==> config.mk <==
export PLATFORM = sky130hd
export DESIGN_NAME = tick_report_scheduler
export DESIGN_NICKNAME = d
export VERILOG_FILES = /design/src/hw/rtl/trs_pkg.sv /design/src/hw/rtl/tick_report_scheduler.sv
export VERILOG_INCLUDE_DIRS = /design/src /design/src/hw/rtl
export SDC_FILE = /design/constraint.sdc
export NUM_CORES = 1
export LEC_CHECK = 0
export ABC_AREA = 1
export BUFFER_PORTS_ARGS = -buffer_cell sky130_fd_sc_hd__clkbuf_2
export CAP_MARGIN = 10
export CORE_MARGIN = 10
export CORE_UTILIZATION = 54
export DETAILED_ROUTE_END_ITERATION = 10
export MAX_ROUTING_LAYER = met4
export PLACE_DENSITY = 0.82
export SETUP_SLACK_MARGIN = 0.15
export SYNTH_ARGS = -nofsm -noshare
export SYNTH_HDL_FRONTEND = slang
export SYNTH_SLANG_ARGS = --single-unit
export TNS_END_PERCENT = 1
==> constraint.sdc <==
create_clock -name clock -period 5.6 [get_ports clock]
set_input_delay 0.56 -clock clock [delete_from_list [all_inputs] [get_ports clock]]
set_output_delay 0.56 -clock clock [all_outputs]
set_load 0.03 [all_outputs]
==> src/hw/rtl/tick_report_scheduler_assert.svh <==
// assertion macros for the tick report scheduler
// used by tick_report_scheduler.sv, no other dependencies
`ifndef TICK_REPORT_SCHEDULER_ASSERT_SVH
`define TICK_REPORT_SCHEDULER_ASSERT_SVH

// same-cycle implication
`define TRS_ASSERT_IMP(label, clk, rst, ante, cons) \
   label: assert property (@(posedge clk) disable iff (rst) (ante) |-> (cons)) \
      else $error("tick report scheduler assertion failed");

// next-cycle implication
`define TRS_ASSERT_NEXT(label, clk, rst, ante, cons) \
   label: assert property (@(posedge clk) disable iff (rst) (ante) |=> (cons)) \
      else $error("tick report scheduler assertion failed");

`endif

==> src/hw/rtl/trs_pkg.sv <==
// types and constants of the tick report scheduler
// no dependencies
package trs_pkg;

   typedef enum logic [2:0] {
      CMD_TICK  = 3'd0,
      CMD_FILL  = 3'd1,
      CMD_ACK   = 3'd2,
      CMD_LOAD  = 3'd3,
      CMD_CLEAR = 3'd4
   } cmd_type;

   typedef enum logic [1:0] {
      CSR_REFRESH_HOURS = 2'd0,
      CSR_FILL_QUIET    = 2'd1,
      CSR_PING_MINUTES  = 2'd2,
      CSR_BACKLOG       = 2'd3
   } csr_idx_type;

   localparam int REQ_REFRESH = 0;
   localparam int REQ_FILL    = 1;
   localparam int REQ_PING    = 2;

   localparam logic [5:0] SEC_MAX      = 6'd59;
   localparam logic [5:0] MIN_MAX      = 6'd59;
   localparam logic [6:0] HOUR_MAX     = 7'd100;
   localparam logic [7:0] RETRY_LIMIT  = 8'd250;
   localparam logic [7:0] RETRY_CAP    = 8'd251;
   localparam logic [7:0] RETRY_HOLD   = 8'd100;
   localparam logic [7:0] RETRY_WIN_LO = 8'd20;
   localparam logic [7:0] RETRY_WIN_HI = 8'd21;

   localparam logic [6:0] RST_REFRESH_HOURS = 7'd4;
   localparam logic [7:0] RST_FILL_QUIET    = 8'd20;
   localparam logic [5:0] RST_PING_MINUTES  = 6'd4;
   localparam logic [6:0] RST_HOUR          = 7'd1;
   localparam logic [5:0] RST_PING          = 6'd5;
   localparam logic [7:0] RST_QUIET         = 8'd50;
   localparam logic [7:0] RST_RETRY         = 8'd100;
   localparam logic [2:0] RST_PENDING       = 3'b101;

   // first member sits in the top bits, so the list runs from the top field down
   typedef struct packed {
      logic [31:0] fill_stamp;
      logic [31:0] fill_total;
      logic [31:0] timestamp_now;
      logic        sleep_ok;
      logic [2:0]  requests;
   } res_type;

endpackage

==> src/hw/rtl/tick_report_scheduler.sv <==
// Tick report scheduler: accepts one command word per clock cycle while req_tready is high
// and returns one result word for each through the result register or skid stage. Every
// command (tick, fill pulse, acknowledge, load timestamp, clear fill count) updates the
// whole state in the one state-update stage, so the sustained rate is one word per cycle
// while the result side keeps up. A one-word skid stage lets the next command in while a
// result waits; input stalls only when both hold a word. Config writes are registered.
// Depends on trs_pkg and tick_report_scheduler_assert.svh
`include "tick_report_scheduler_assert.svh"

module tick_report_scheduler (
   input  logic         clock,
   input  logic         reset,
   input  logic         req_tvalid,
   output logic         req_tready,
   input  logic [39:0]  req_tdata,   // clear_mask, load_value, zero fill
   input  logic [2:0]   req_tuser,   // cmd
   output logic         rsp_tvalid,
   input  logic         rsp_tready,
   output logic [103:0] rsp_tdata,   // requests, sleep_ok, timestamp_now, fill_total,
                                     // fill_stamp, zero fill
   input  logic         csr_we,
   input  logic [1:0]   csr_index,
   input  logic [7:0]   csr_wdata
);

   logic [6:0] refresh_hours_ff;
   logic [7:0] fill_quiet_ff;
   logic [5:0] ping_minutes_ff;
   logic       backlog_ff;

   logic [31:0] time_ff,    time_in;
   logic [31:0] total_ff,   total_in;
   logic [31:0] stamp_ff,   stamp_in;
   logic [5:0]  sec_ff,     sec_in;
   logic [5:0]  min_ff,     min_in;
   logic [6:0]  hour_ff,    hour_in;
   logic [5:0]  ping_ff,    ping_in;
   logic [7:0]  quiet_ff,   quiet_in;
   logic [7:0]  retry_ff,   retry_in;
   logic        armed_ff,   armed_in;
   logic [2:0]  pend_ff,    pend_in;

   trs_pkg::res_type res_ff,  res_in;
   trs_pkg::res_type skid_ff, skid_in;
   logic             rsp_vld_ff,  rsp_vld_in;
   logic             skid_vld_ff, skid_vld_in;
   logic             sleep_in;

   trs_pkg::cmd_type cmd;
   logic [2:0]       clear_mask;
   logic [31:0]      load_value;
   logic             req_fire;
   logic             rsp_pop;

   assign cmd        = trs_pkg::cmd_type'(req_tuser);
   assign clear_mask = req_tdata[2:0];
   assign load_value = req_tdata[34:3];
   assign req_tready = !skid_vld_ff;
   assign req_fire   = req_tvalid && req_tready;
   assign rsp_pop    = rsp_vld_ff && rsp_tready;
   assign rsp_tvalid = rsp_vld_ff;
   assign rsp_tdata  = {4'b0, res_ff};

   // configuration registers
   always_ff @(posedge clock) begin
      if (reset) begin
         refresh_hours_ff <= trs_pkg::RST_REFRESH_HOURS;
         fill_quiet_ff    <= trs_pkg::RST_FILL_QUIET;
         ping_minutes_ff  <= trs_pkg::RST_PING_MINUTES;
         backlog_ff       <= 1'b0;
      end else if (csr_we) begin
         case (trs_pkg::csr_idx_type'(csr_index))
            trs_pkg::CSR_REFRESH_HOURS: refresh_hours_ff <= csr_wdata[6:0];
            trs_pkg::CSR_FILL_QUIET:    fill_quiet_ff    <= csr_wdata;
            trs_pkg::CSR_PING_MINUTES:  ping_minutes_ff  <= csr_wdata[5:0];
            trs_pkg::CSR_BACKLOG:       backlog_ff       <= csr_wdata[0];
            default: begin
            end
         endcase
      end
   end

   // state update
   always_comb begin
      time_in  = time_ff;
      total_in = total_ff;
      stamp_in = stamp_ff;
      sec_in   = sec_ff;
      min_in   = min_ff;
      hour_in  = hour_ff;
      ping_in  = ping_ff;
      quiet_in = quiet_ff;
      retry_in = retry_ff;
      armed_in = armed_ff;
      pend_in  = pend_ff;
      sleep_in = 1'b0;
      if (req_fire) begin
         case (cmd)
            trs_pkg::CMD_TICK: begin
               time_in  = time_ff + 32'd1;
               quiet_in = armed_ff ? quiet_ff + 8'd1 : 8'd0;
               retry_in = retry_ff + 8'd1;
               if (retry_in > trs_pkg::RETRY_LIMIT) begin
                  retry_in = trs_pkg::RETRY_CAP;
               end
               sec_in = sec_ff + 6'd1;
               if (sec_in > trs_pkg::SEC_MAX) begin
                  sec_in  = 6'd0;
                  min_in  = min_ff + 6'd1;
                  ping_in = ping_ff + 6'd1;
               end
               if (min_in > trs_pkg::MIN_MAX) begin
                  min_in  = 6'd0;
                  hour_in = hour_ff + 7'd1;
                  if (hour_in > trs_pkg::HOUR_MAX) begin
                     hour_in = 7'd0;
                  end
               end
               if (hour_in > refresh_hours_ff) begin
                  pend_in[trs_pkg::REQ_REFRESH] = 1'b1;
                  hour_in = 7'd0;
               end
               if ((armed_ff && quiet_in > fill_quiet_ff) ||
                   (backlog_ff && (retry_in == trs_pkg::RETRY_WIN_LO ||
                                   retry_in == trs_pkg::RETRY_WIN_HI))) begin
                  pend_in[trs_pkg::REQ_FILL] = 1'b1;
                  quiet_in = 8'd0;
                  retry_in = trs_pkg::RETRY_HOLD;
                  armed_in = 1'b0;
               end
               if (ping_in > ping_minutes_ff) begin
                  pend_in[trs_pkg::REQ_PING] = 1'b1;
                  ping_in = 6'd0;
               end
               sleep_in = (pend_in == 3'b000);
            end
            trs_pkg::CMD_FILL: begin
               total_in = total_ff + 32'd1;
               armed_in = 1'b1;
               stamp_in = time_ff;
            end
            trs_pkg::CMD_ACK: begin
               pend_in = pend_ff & ~clear_mask;
            end
            trs_pkg::CMD_LOAD: begin
               time_in = load_value;
               hour_in = 7'd0;
            end
            trs_pkg::CMD_CLEAR: begin
               total_in = 32'd0;
            end
            default: begin
            end
         endcase
      end
   end

   always_ff @(posedge clock) begin
      if (reset) begin
         time_ff  <= 32'd0;
         total_ff <= 32'd0;
         stamp_ff <= 32'd0;
         sec_ff   <= 6'd0;
         min_ff   <= 6'd0;
         hour_ff  <= trs_pkg::RST_HOUR;
         ping_ff  <= trs_pkg::RST_PING;
         quiet_ff <= trs_pkg::RST_QUIET;
         retry_ff <= trs_pkg::RST_RETRY;
         armed_ff <= 1'b0;
         pend_ff  <= trs_pkg::RST_PENDING;
      end else begin
         time_ff  <= time_in;
         total_ff <= total_in;
         stamp_ff <= stamp_in;
         sec_ff   <= sec_in;
         min_ff   <= min_in;
         hour_ff  <= hour_in;
         ping_ff  <= ping_in;
         quiet_ff <= quiet_in;
         retry_ff <= retry_in;
         armed_ff <= armed_in;
         pend_ff  <= pend_in;
      end
   end

   // result register and skid stage
   always_comb begin
      res_in      = res_ff;
      skid_in     = skid_ff;
      rsp_vld_in  = rsp_vld_ff;
      skid_vld_in = skid_vld_ff;
      if (rsp_pop || !rsp_vld_ff) begin
         if (skid_vld_ff) begin
            res_in      = skid_ff;
            rsp_vld_in  = 1'b1;
            skid_vld_in = 1'b0;
         end else if (req_fire) begin
            res_in     = '{fill_stamp: stamp_in, fill_total: total_in,
                           timestamp_now: time_in, sleep_ok: sleep_in,
                           requests: pend_in};
            rsp_vld_in = 1'b1;
         end else begin
            rsp_vld_in = 1'b0;
         end
      end else if (req_fire) begin
         skid_in     = '{fill_stamp: stamp_in, fill_total: total_in,
                         timestamp_now: time_in, sleep_ok: sleep_in,
                         requests: pend_in};
         skid_vld_in = 1'b1;
      end
   end

   always_ff @(posedge clock) begin
      if (reset) begin
         rsp_vld_ff  <= 1'b0;
         skid_vld_ff <= 1'b0;
      end else begin
         rsp_vld_ff  <= rsp_vld_in;
         skid_vld_ff <= skid_vld_in;
      end
   end

   always_ff @(posedge clock) begin
      res_ff  <= res_in;
      skid_ff <= skid_in;
   end

   `TRS_ASSERT_IMP(a_clock_range, clock, reset, 1'b1, sec_ff <= trs_pkg::SEC_MAX && min_ff <= trs_pkg::MIN_MAX && hour_ff <= trs_pkg::HOUR_MAX)
   `TRS_ASSERT_IMP(a_skid_behind_main, clock, reset, skid_vld_ff, rsp_vld_ff)
   `TRS_ASSERT_IMP(a_sleep_no_request, clock, reset, rsp_vld_ff && res_ff.sleep_ok, res_ff.requests == 3'b000)
   `TRS_ASSERT_NEXT(a_fill_arms, clock, reset, req_fire && cmd == trs_pkg::CMD_FILL, armed_ff)
   `TRS_ASSERT_NEXT(a_sleep_only_tick, clock, reset, req_fire && cmd != trs_pkg::CMD_TICK && (rsp_pop || !rsp_vld_ff) && !skid_vld_ff, !res_ff.sleep_ok)

endmodule

==> results of run 1 <==
-- cell usage after synthesis, types with 3 or more instances --
| cell | instances | area (µm²) |
|---|---|---|
| a211oi_1 | 4 | 30.03 |
| a21o_1 | 3 | 22.52 |
| a21oi_1 | 84 | 420.4 |
| a22oi_1 | 24 | 180.2 |
| a31oi_1 | 6 | 37.54 |
| and2_1 | 12 | 75.07 |
| buf_2 | 15 | 75.07 |
| buf_4 | 5 | 37.54 |
| clkbuf_1 | 56 | 210.2 |
| dfxtp_1 | 165 | 3303 |
| edfxtp_1 | 200 | 6006 |
| ha_1 | 31 | 387.9 |
| inv_1 | 246 | 923.4 |
| inv_2 | 4 | 15.01 |
| nand2_1 | 446 | 1674 |
| nand2_2 | 6 | 37.54 |
| nand2_4 | 4 | 45.04 |
| nand3_1 | 103 | 515.5 |
| nand4_1 | 32 | 200.2 |
| nor2_1 | 165 | 619.3 |
| nor2_2 | 6 | 37.54 |
| nor2_4 | 3 | 33.78 |
| nor3_1 | 37 | 185.2 |
| o211ai_1 | 11 | 82.58 |
| o21ai_0 | 173 | 865.8 |
| o21ai_1 | 11 | 55.05 |
| o21bai_1 | 10 | 75.07 |
| o221ai_1 | 3 | 26.28 |
| or2_2 | 41 | 256.5 |
| xnor2_1 | 6 | 52.55 |
| xor2_1 | 14 | 122.6 |
-- path summary, 6_finish.rpt --
check,startpoint,to,cells past startpoint
worst min register to register,ping_minutes_ff[2],ping_minutes_ff[2],2
worst min-delay path,csr_wdata[2],refresh_hours_ff[2],3
worst max register to register,sec_ff[0],rsp_tdata[2],20
worst max-delay path,sec_ff[0],rsp_tdata[2],20
-- critical path: cells and delay by family (launching register included) --
kind,cells,cell delay (ns)
buf+inv,4,0.39
compound gates,4,0.84
xor+xnor,1,0.16
fa+ha+maj,2,0.49
simple gates,9,1.06
flops,1,0.46
-- sequential cells by signal, indices dropped and copies added, names as in the netlist --
signal / count
sec_ff: 6
rsp_tvalid: 1
time_ff: 32
hour_ff: 7
quiet_ff: 8
armed_ff: 1
refresh_hours_ff: 7
rsp_tdata: 100
stamp_ff: 32
pend_ff: 3
ping_ff: 6
total_ff: 32
skid_ff: 100
ping_minutes_ff: 6
min_ff: 6
retry_ff: 8
skid_vld_ff: 1
backlog_ff: 1
fill_quiet_ff: 8
-- layout make-up --
class                           instances  share of cell area
Antenna cell                            2           0.0002609
Clock buffer                           57             0.05804
Clock inverter                         12            0.004826
Inverter                              251             0.04911
Multi-Input combinational cell       1264              0.3295
Sequential cell                       365              0.4854
Tap cell                              396             0.02582
Timing Repair Buffer                  168             0.04708
-- routing by layer --
layer | GRT usage | wire, µm | vias to the layer above
met2 | 0.3516 | 19960 | 582
met4 | 0.07576 | 1253 | 0
met3 | 0.04072 | 3364 | 89
met5 | - | 0 | -
li1 | - | - | 6757
met1 | 0.2630 | 17060 | 6455
-- logic make-up (layout without fill, tap and decap cells) --
kind of cell    Yosys count  in the layout  share of synthesized area
fa+ha+maj                31             31                    0.02297
flops                   365            365                     0.5512
buf+inv                 330            488                    0.07653
other cells               1              6                  0.0002220
simple gates            867            867                     0.2251
xor+xnor                 20             20                    0.01037
compound gates          342            342                     0.1136
-- metrics by stage --
step	setup slack (ns)	total power, mW
after detailed placement	2.016	3.465
after CTS	1.963	5.874
final	1.948	5.833
after global placement	2.152	3.448
after global routing	1.556	6.022
after floorplan	0.08425	3.310
-- power by group --
part / switching [mW] / internal, mW / total (mW) / leakage (nW)
registers: 0.0468 / 2.93 / 2.97 / 3.28
logic: 0.325 / 0.113 / 0.438 / 4.35
clock network: 1.00 / 1.42 / 2.42 / 0.593
total: 1.37 / 4.46 / 5.83 / 8.22
==> results.py, run 1 <==
metrics = {
    "placed_design": {
        "place.gp.congestion": 0.9351,
        "dpl.hpwl_mm": 28.90,
        "io_buffers": 154,
        "placed_area_um2": 17970,
        "dp.cells": 2444,
    },
    "floorplanning": {
        "start_util": 0.5492,
        "dieArea_um2": 38750,
        "die_x_um": 196.9,
        "ios": 164,
        "die_h_um": 196.9,
        "core_area_um2": 30750,
        "rows": 64,
    },
    "layout": {
        "fin_cells": 2515,
        "multi_input_area_um2": 6321,
        "final_util": 0.6239,
        "syn_to_final_growth_pct": 13.60,
        "design_area_um2": 19190,
        "final_cell_mix": "nand2_1 (446), inv_1 (246), edfxtp_1 (200)",
        "fin_nets": 2177,
        "final_common_cell": "nand2_1",
        "drive_gt1_frac": 0.1445,
        "fillers": 2526,
        "seq_area_um2": 9313,
    },
    "yosys": {
        "ys_ff_latch": 365,
        "synth_warnings": 0,
        "yosysSeqAreaShare": 0.5512,
        "synth_cells": 1956,
        "postSynth.topFlopCell": "edfxtp_1",
        "syn_area_um2": 16890,
        "syn_area_per_cell_um2": 8.634,
        "ys_async_sr_fraction": 0,
        "ys_types": 52,
        "synth_enable_flop_cells": 200,
    },
    "drt": {
        "antenna_left": 0,
        "drtPass1Iterations": 6,
        "drc": 0,
        "via_per_inst": 5.520,
        "vias": 13883,
        "first_iter_violations": 1215,
        "wl_per_cell_um": 16.55,
        "drt-total-wl_mm": 41.64,
    },
    "worst_setup_path": {
        "cpPeakStageDelay_ns": 0.46,
        "endpoint_kind": "register",
        "start_kind": "register",
        "critical_path.most_common_cell": "nand2_1",
        "regToRegSetupSlack_ns": 1.95,
        "required_ns": 5.86,
        "critPathKind": "reg2reg",
        "cp_max_fo": 12,
        "worstPathArrival_ns": 3.91,
        "slowest_stage": "dfxtp_1",
        "crit_chain": "ha_1 > inv_1 > nand2_1 > nand3_2 > nor2_4 > nand2_2 > inv_2 > nand4_1 > xor2_1 > inv_1 > ha_1 > nand2_1 > nor2_1 > o21ai_0 > o211ai_1 > a21o_1 > nand2_1 > nand2_1 > inv_1 > o21ai_0",
    },
    "clock_tree": {
        "cts-buffers-inserted": 38,
        "cts_buffer_depth": 3,
        "clk_latency_ns": 0.53,
        "ctsResizeCount": 0,
        "cts_setup_buffers": 0,
        "hold_buffers": 0,
        "htreeDepth": 2,
        "root_buffer": "clkbuf_16",
        "path_clk_slew_ns": 0.06,
        "cts_tree": "built",
        "cts_sinks": 365,
    },
    "job": {
        "drv_cap": 0,
    },
    "global_routing": {
        "antenna_found_initial": 1,
        "grt_usage": 0.2152,
        "overflow": 0,
        "grt_pass1_wl_mm": 66.86,
        "grt_max_degree": 106,
        "grt_pass1_vias": 13225,
    },
    "sta": {
        "hold_viol_final": 0,
        "fmax_ghz": 0.2739,
        "drv_slew": 0,
        "setup_violations": 0,
        "relSlewSlack": 0.3472,
        "rsz0062_at_grt": "false",
        "fin_hold_ws_ns": 0.3269,
        "min_period_ns": 3.652,
        "fin_crit_sh": 0.6521,
        "worstMarginPinSlew_ns": 0.9732,
        "fin_tns_setup_ns": 0,
        "clock_skew_ns": 0.03149,
    },
    "worst_hold_path": {
        "holdCritPathClass": "in2reg",
    },
    "run_status": {
        "status": "complete, no violations",
    },
    "pwr": {
        "power_density_nw_per_um2": 304.0,
        "p_leak_nw": 8.222,
        "ir_drop_uv": 211.7,
    },
}
No activity file was read; power rests on OpenSTA's default activity.
==> run 2, diff against run 1 <==
ABC_AREA = 0   (was 1)
CORE_UTILIZATION = 59   (was 54)
PLACE_DENSITY = 0.85   (was 0.82)
clock period = 3.6 ns   (was 5.6 ns; I/O delays follow)
==> run 2 against run 1 <==
Sequential power up 54%. Power grew 54%. Register-to-register slack got worse by 1.8 ns. Synthesized cell count down 19%. Via count down 7.4%. Worst hold slack got worse by 0.25 ns. Count of clock-buffer cells in the layout down 7. Critical endpoint is now hour_ff[4]. Highest routed layer unchanged.
==> results.py, run 2 <==
metrics = {
    "yosys": {
        "synth_top_area_frac": 0.3596,
        "ys_types": 88,
        "synth_cells": 1594,
        "synth_warnings": 0,
        "ys_ff_latch": 365,
        "netlist_top_cells_count": "nand2_1 (225), edfxtp_1 (200), dfxtp_1 (165)",
        "synth_top_family_by_area": "simple AND/OR/NAND/NOR gates",
        "syn_area_per_cell_um2": 10.48,
        "synth-simple-area-share": 0.1879,
        "synth_compound_area_frac": 0.1202,
        "synth_enable_flop_cells": 200,
        "synth.area.top_cells": "edfxtp_1 (36%), dfxtp_1 (20%), mux2_2 (5.1%)",
        "synthAdderAreaFrac": 0.02322,
        "synthXorXnorAreaFrac": 0.01101,
        "postSynth.topFlopCell": "edfxtp_1",
        "ys_async_sr_fraction": 0,
        "yosysSeqAreaShare": 0.5574,
        "muxShareOfSynthArea": 0.06263,
        "yosysTopAreaCell": "edfxtp_1",
        "syn_area_um2": 16700,
        "synth.most_common_cell": "nand2_1",
    },
    "worst_setup_path": {
        "start_kind": "register",
        "cpPeakStageDelay_ns": 0.36,
        "rr_endpoint": "hour_ff[4]",
        "cp_max_fo": 5,
        "endpoint_kind": "register",
        "required_ns": 4.04,
        "crit_chain": "and3b_1 > o2111ai_2 > a21oi_2 > a21oi_2 > nor2_2 > buf_4 > a211o_1 > a32o_1 > ha_1 > nand3_2 > nor2_4 > a211oi_2 > or2_4 > o21ai_0 > nand2_1 > a311oi_2",
        "critPathKind": "reg2reg",
        "regToRegSetupSlack_ns": 0.17,
        "ff2ff_path_depth": 16,
        "worstReg2RegStart": "sec_ff[1]",
        "critical_path.most_common_cell": "a21oi_2",
        "slowest_stage": "dfxtp_4",
        "worstPathArrival_ns": 3.87,
    },
    "global_routing": {
        "antenna_found_initial": 0,
        "grt_max_degree": 84,
        "grt_pass1_vias": 12459,
        "grt_usage": 0.2211,
        "grt_pass1_wl_mm": 63.85,
        "overflow": 0,
    },
    "drt": {
        "via_per_inst": 5.930,
        "vias": 12857,
        "wl_per_cell_um": 18.31,
        "antenna_left": 0,
        "drc": 0,
        "drtPass1Iterations": 6,
        "drt-total-wl_mm": 39.70,
        "first_iter_violations": 1223,
    },
    "placed_design": {
        "io_buffers": 154,
        "dpl.hpwl_mm": 26.82,
        "place.gp.congestion": 0.9189,
        "dp.cells": 2092,
    },
    "floorplanning": {
        "core_area_um2": 27860,
        "start_util": 0.5995,
        "ios": 164,
        "rows": 61,
        "die_h_um": 188.2,
        "die_x_um": 188.2,
        "dieArea_um2": 35440,
    },
    "sta": {
        "worstMarginPinSlew_ns": 0.9495,
        "clock_skew_ns": 0.01787,
        "fin_crit_sh": 0.9536,
        "setup_violations": 0,
        "rsz0062_at_grt": "true",
        "min_period_ns": 3.433,
        "drv_slew": 0,
        "relSlewSlack": 0.3670,
        "fin_hold_ws_ns": 0.07355,
        "fin_tns_setup_ns": 0,
        "fmax_ghz": 0.2913,
        "hold_viol_final": 0,
    },
    "worst_hold_path": {
        "min_to": "fill_quiet_ff[7]",
        "holdCritPathClass": "in2reg",
        "holdPathStages": 3,
        "hp-start": "csr_wdata[7]",
    },
    "clock_tree": {
        "htreeDepth": 2,
        "root_buffer": "clkbuf_16",
        "cts-buffers-inserted": 38,
        "cts_tree": "built",
        "path_clk_slew_ns": 0.06,
        "clk_latency_ns": 0.53,
        "cts_sinks": 365,
        "cts_buffer_depth": 3,
    },
    "pwr": {
        "ir_drop_uv": 265.0,
        "p_total_mw": 8.964,
        "p_leak_nw": 7.985,
        "power_density_nw_per_um2": 459.2,
    },
    "layout": {
        "seq_area_um2": 9324,
        "fin_cells": 2168,
        "final_util": 0.7007,
        "drive_gt1_frac": 0.2385,
        "diodes": 0,
        "multi_input_area_um2": 7017,
        "syn_to_final_growth_pct": 16.89,
        "final_cell_mix": "nand2_1 (224), edfxtp_1 (200), dfxtp_1 (159)",
        "fin_nets": 1850,
        "fillers": 1974,
        "final_common_cell": "nand2_1",
    },
    "run_status": {
        "status": "complete, no violations",
    },
    "job": {
        "drv_cap": 0,
    },
}
-- run 2: cell types whose count changed in the layout (fill, tap and decap cells not counted), moves of 45 or more --
cell,previous run,this run
nand2_1,446,224
buf_4,13,58
o21ai_0,173,70
and2_1,12,89
inv_1,246,60
nor2_1,160,108
nand3_1,103,51
mux2_2,0,76
-- run 2: per-layer routing --
layer	wire length [µm]	share of wire	global-route usage
met5	0	0	-
met4	779	0.020	0.06369
met1	16800	0.42	0.2740
met3	2642	0.067	0.03933
met2	19470	0.49	0.3651
-- run 2: cells by family after synthesis --
logic type | after synthesis
flip-flops | 365
AO/OA/AOI/OAI | 306
AND/OR/NAND/NOR | 622
adder cells (fa/ha/maj) | 31
other | 1
buffers and inverters | 154
multiplexers | 94
XOR/XNOR | 21
-- run 2: power breakdown --
part           total (mW)  switching, mW  internal (mW)
Combinational       0.603          0.426          0.177
Sequential           4.56         0.0511           4.51
Clock                3.80           1.55           2.25
-- run 2: worst max path at each step --
stage | startpoint | to | cells after the start
floorplan | skid_vld_ff | skid_ff[0] | 3
global placement | sec_ff[1] | hour_ff[5] | 15
detailed placement | sec_ff[1] | hour_ff[4] | 15
CTS | sec_ff[0] | hour_ff[6] | 18
global route | sec_ff[2] | skid_ff[0] | 17
finish | sec_ff[1] | hour_ff[4] | 16
-- run 2: metrics by stage --
step | setup slack [ns] | cell area (µm²)
6_report | 0.1670 | 19520
5_1_grt | 0.001637 | 19520
4_1_cts | 0.1267 | 19310
3_5_place_dp | -0.04729 | 18050
3_3_place_gp | 0.01247 | 18050
2_1_floorplan | -0.03017 | 16750
-- run 2: layout make-up --
class                           count  area share
Clock buffer                       50     0.05313
Tap cell                          378     0.02423
Multi-Input combinational cell   1078      0.3594
Clock inverter                     19    0.008973
Timing Repair Buffer              215     0.06442
Inverter                           63     0.01218
Sequential cell                   365      0.4776
-- run 2: critical path: cells and delay by family (launching register included) --
family / cells / cell delay, ns
compound gates: 8 / 1.56
fa+ha+maj: 1 / 0.32
buf+inv: 1 / 0.16
flops: 1 / 0.36
simple gates: 6 / 0.95
-- run 2: timing repair --
action / 4_1_cts / 5_1_grt
setup endpoints to repair: 11 / 14
pin swaps: 5 / 23
resized for setup: 13 / 41
setup buffers: 1 / 6
hold buffers: 0 / 0
==> run 3, diff against run 2 <==
BUFFER_PORTS_ARGS = -buffer_cell sky130_fd_sc_hd__buf_2   (was -buffer_cell sky130_fd_sc_hd__clkbuf_2)
HOLD_SLACK_MARGIN = 0.1   (was unset)
==> run 3 against run 2 <==
Flip-flop and latch count stayed put. Critical path depth unchanged. Combinational power is essentially flat. Setup slack worse by 0.062 ns. Design area rose by 0.69%. Power up 2.6%. Sequential share of layout area decreased by 0.33 points. Clock power increased by 6.3%. Die area unchanged. Register-to-register slack worse by 0.06 ns. Wire length up 0.60%. Core utilization grew 0.48 points. Largest power group unchanged.
==> results.py, run 3 (synthesis gave the netlist of run 2 again) <==
metrics = {
    "run_status": {
        "status": "complete, no violations",
    },
    "global_routing": {
        "antenna_found_initial": 1,
        "grt_max_degree": 83,
        "grt_pass1_vias": 12283,
        "grt_pass1_wl_mm": 63.61,
        "overflow": 0,
        "grt_usage": 0.2221,
    },
    "worst_hold_path": {
        "holdPathStages": 3,
        "min_to": "refresh_hours_ff[1]",
        "hp-start": "csr_wdata[1]",
        "holdCritPathClass": "in2reg",
    },
    "worst_setup_path": {
        "worstReg2RegStart": "sec_ff[0]",
        "regToRegSetupSlack_ns": 0.11,
        "required_ns": 3.87,
        "cp_max_fo": 5,
        "worstPathArrival_ns": 3.76,
        "start_kind": "register",
        "rr_endpoint": "rsp_tdata[3]",
        "endpoint_kind": "register",
        "critPathKind": "reg2reg",
        "ff2ff_path_depth": 16,
    },
    "clock_tree": {
        "htreeDepth": 2,
        "cts_tree": "built",
        "cts-buffers-inserted": 37,
        "clk_latency_ns": 0.53,
        "cts_sinks": 365,
        "path_clk_slew_ns": 0.06,
        "cts_buffer_depth": 3,
        "root_buffer": "clkbuf_16",
    },
    "sta": {
        "worstMarginPinSlew_ns": 1.196,
        "clock_skew_ns": 0.02034,
        "rsz0062_at_grt": "true",
        "drv_slew": 0,
        "setup_violations": 0,
        "relSlewSlack": 0.2025,
        "fmax_ghz": 0.2862,
        "setup_ws_ns": 0.1054,
        "min_period_ns": 3.495,
        "fin_crit_sh": 0.9707,
        "hold_viol_final": 0,
    },
    "pwr": {
        "p_total_mw": 9.193,
        "clkPwrFrac": 0.439,
        "sw_frac_of_total": 0.2263,
        "power_density_nw_per_um2": 467.7,
        "p_leak_nw": 8.036,
        "comb_power_share": 0.065,
        "pwr-share-seq": 0.495,
        "power.switching_mw": 2.080,
        "ir_drop_uv": 311.4,
        "intPower_mw": 7.113,
    },
    "drt": {
        "first_iter_violations": 1343,
        "drc": 0,
        "antenna_left": 0,
        "via_per_inst": 5.892,
        "vias": 12767,
        "drtPass1Iterations": 9,
        "drt-total-wl_mm": 39.94,
        "wl_per_cell_um": 18.43,
    },
    "layout": {
        "final_cell_mix": "nand2_1 (225), edfxtp_1 (200), dfxtp_1 (160)",
        "final_common_cell": "nand2_1",
        "fin_nets": 1848,
        "syn_to_final_growth_pct": 17.69,
        "fillers": 1911,
        "design_area_um2": 19660,
        "drive_gt1_frac": 0.2377,
    },
    "placed_design": {
        "dp_slack_ns": -0.1536,
        "dpl.hpwl_mm": 26.16,
        "place.gp.congestion": 0.9051,
        "io_buffers": 154,
        "placed_area_um2": 18060,
    },
    "job": {
        "drv_cap": 0,
    },
    "floorplanning": {
        "dieArea_um2": 35440,
        "rows": 61,
        "core_area_um2": 27860,
        "die_h_um": 188.2,
        "ios": 164,
        "die_x_um": 188.2,
        "start_util": 0.5995,
    },
}
==> run 3: cell types whose count changed in the layout (fill, tap and decap cells not counted), moves of 3 or more <==
cell	before	now
buf_2	0	154
buf_4	58	54
bufinv_16	3	6
clkbuf_2	154	0
clkinv_2	11	4
nor2_2	1	4
==> run 3: metrics by stage <==
step,util,cells,TNS [ns],hold slack [ns]
finish,0.7055,2167,0,0.1110
global route,0.7055,2167,-0.7428,0.1273
CTS,0.7011,2166,0,0.1042
detailed placement,0.6482,2094,-0.9646,0.4678
global placement,0.6482,2094,-0.02586,0.4530
floorplan,-,1597,-3.017,0.4449
==> run 3: repair_timing <==
item | 4_1_cts | 5_1_grt
setup buffers | 2 | 0
hold buffers | 2 | 0
setup endpoints to repair | 12 | 17
pin swaps | 11 | 20
gates resized for setup | 36 | 24
hold endpoints to repair | 3 | 0
==> run 3: worst max path at each step <==
stage	start	end	slack [ns]	cells after the start
2_1_floorplan	skid_vld_ff	skid_ff[0]	-0.03	3
4_1_cts	sec_ff[1]	hour_ff[4]	0.11	17
6_report	sec_ff[0]	rsp_tdata[3]	0.11	16
5_1_grt	sec_ff[2]	hour_ff[1]	-0.11	17
3_5_place_dp	sec_ff[0]	hour_ff[4]	-0.15	17
3_3_place_gp	sec_ff[1]	hour_ff[3]	-0.01	15
==> run 3: area by class of cell <==
cell class / count / area (µm²) / area share
tap: 378 / 473.0 / 0.02406
clock buffer: 48 / 1007 / 0.05124
timing repair buffer: 214 / 1250 / 0.06359
multi-input combinational: 1078 / 7073 / 0.3599
inverter: 63 / 237.7 / 0.01209
antenna: 1 / 2.502 / 0.0001273
clock inverter: 20 / 289.0 / 0.01470
sequential: 365 / 9323 / 0.4743
==> run 3: worst max-delay path, stage by stage (launching register included) <==
cell       delay, ns
dfxtp_4         0.37
and3b_2         0.23
o2111ai_4       0.24
a21o_1          0.22
o211ai_1        0.14
and2_4          0.20
buf_6           0.12
a211o_1         0.21
a32o_2          0.24
ha_4            0.29
nand3_4         0.07
buf_6           0.12
a21o_1          0.15
a21o_1          0.21
nand2_1         0.10
nor3_2          0.05
mux2_4          0.27
==> run 3: layer usage <==
layer  vias to the layer above  GRT usage  part of all wire
li1                       6084          -                 -
met1                      6137     0.2737              0.42
met2                       456     0.3603              0.49
met3                        90    0.04191             0.065
met4                         0    0.07877             0.026
met5                         -          -                 0
==> run 3: power by group through the flow <==
stage               Sequential (mW)  Combinational [mW]  Clock [mW]
finish                         4.55               0.600        4.04
global route                   4.56               0.648        4.27
CTS                            4.55               0.598        4.11
detailed placement             4.64               0.587           0
global placement               4.64               0.577           0
floorplan                      4.79               0.245           0
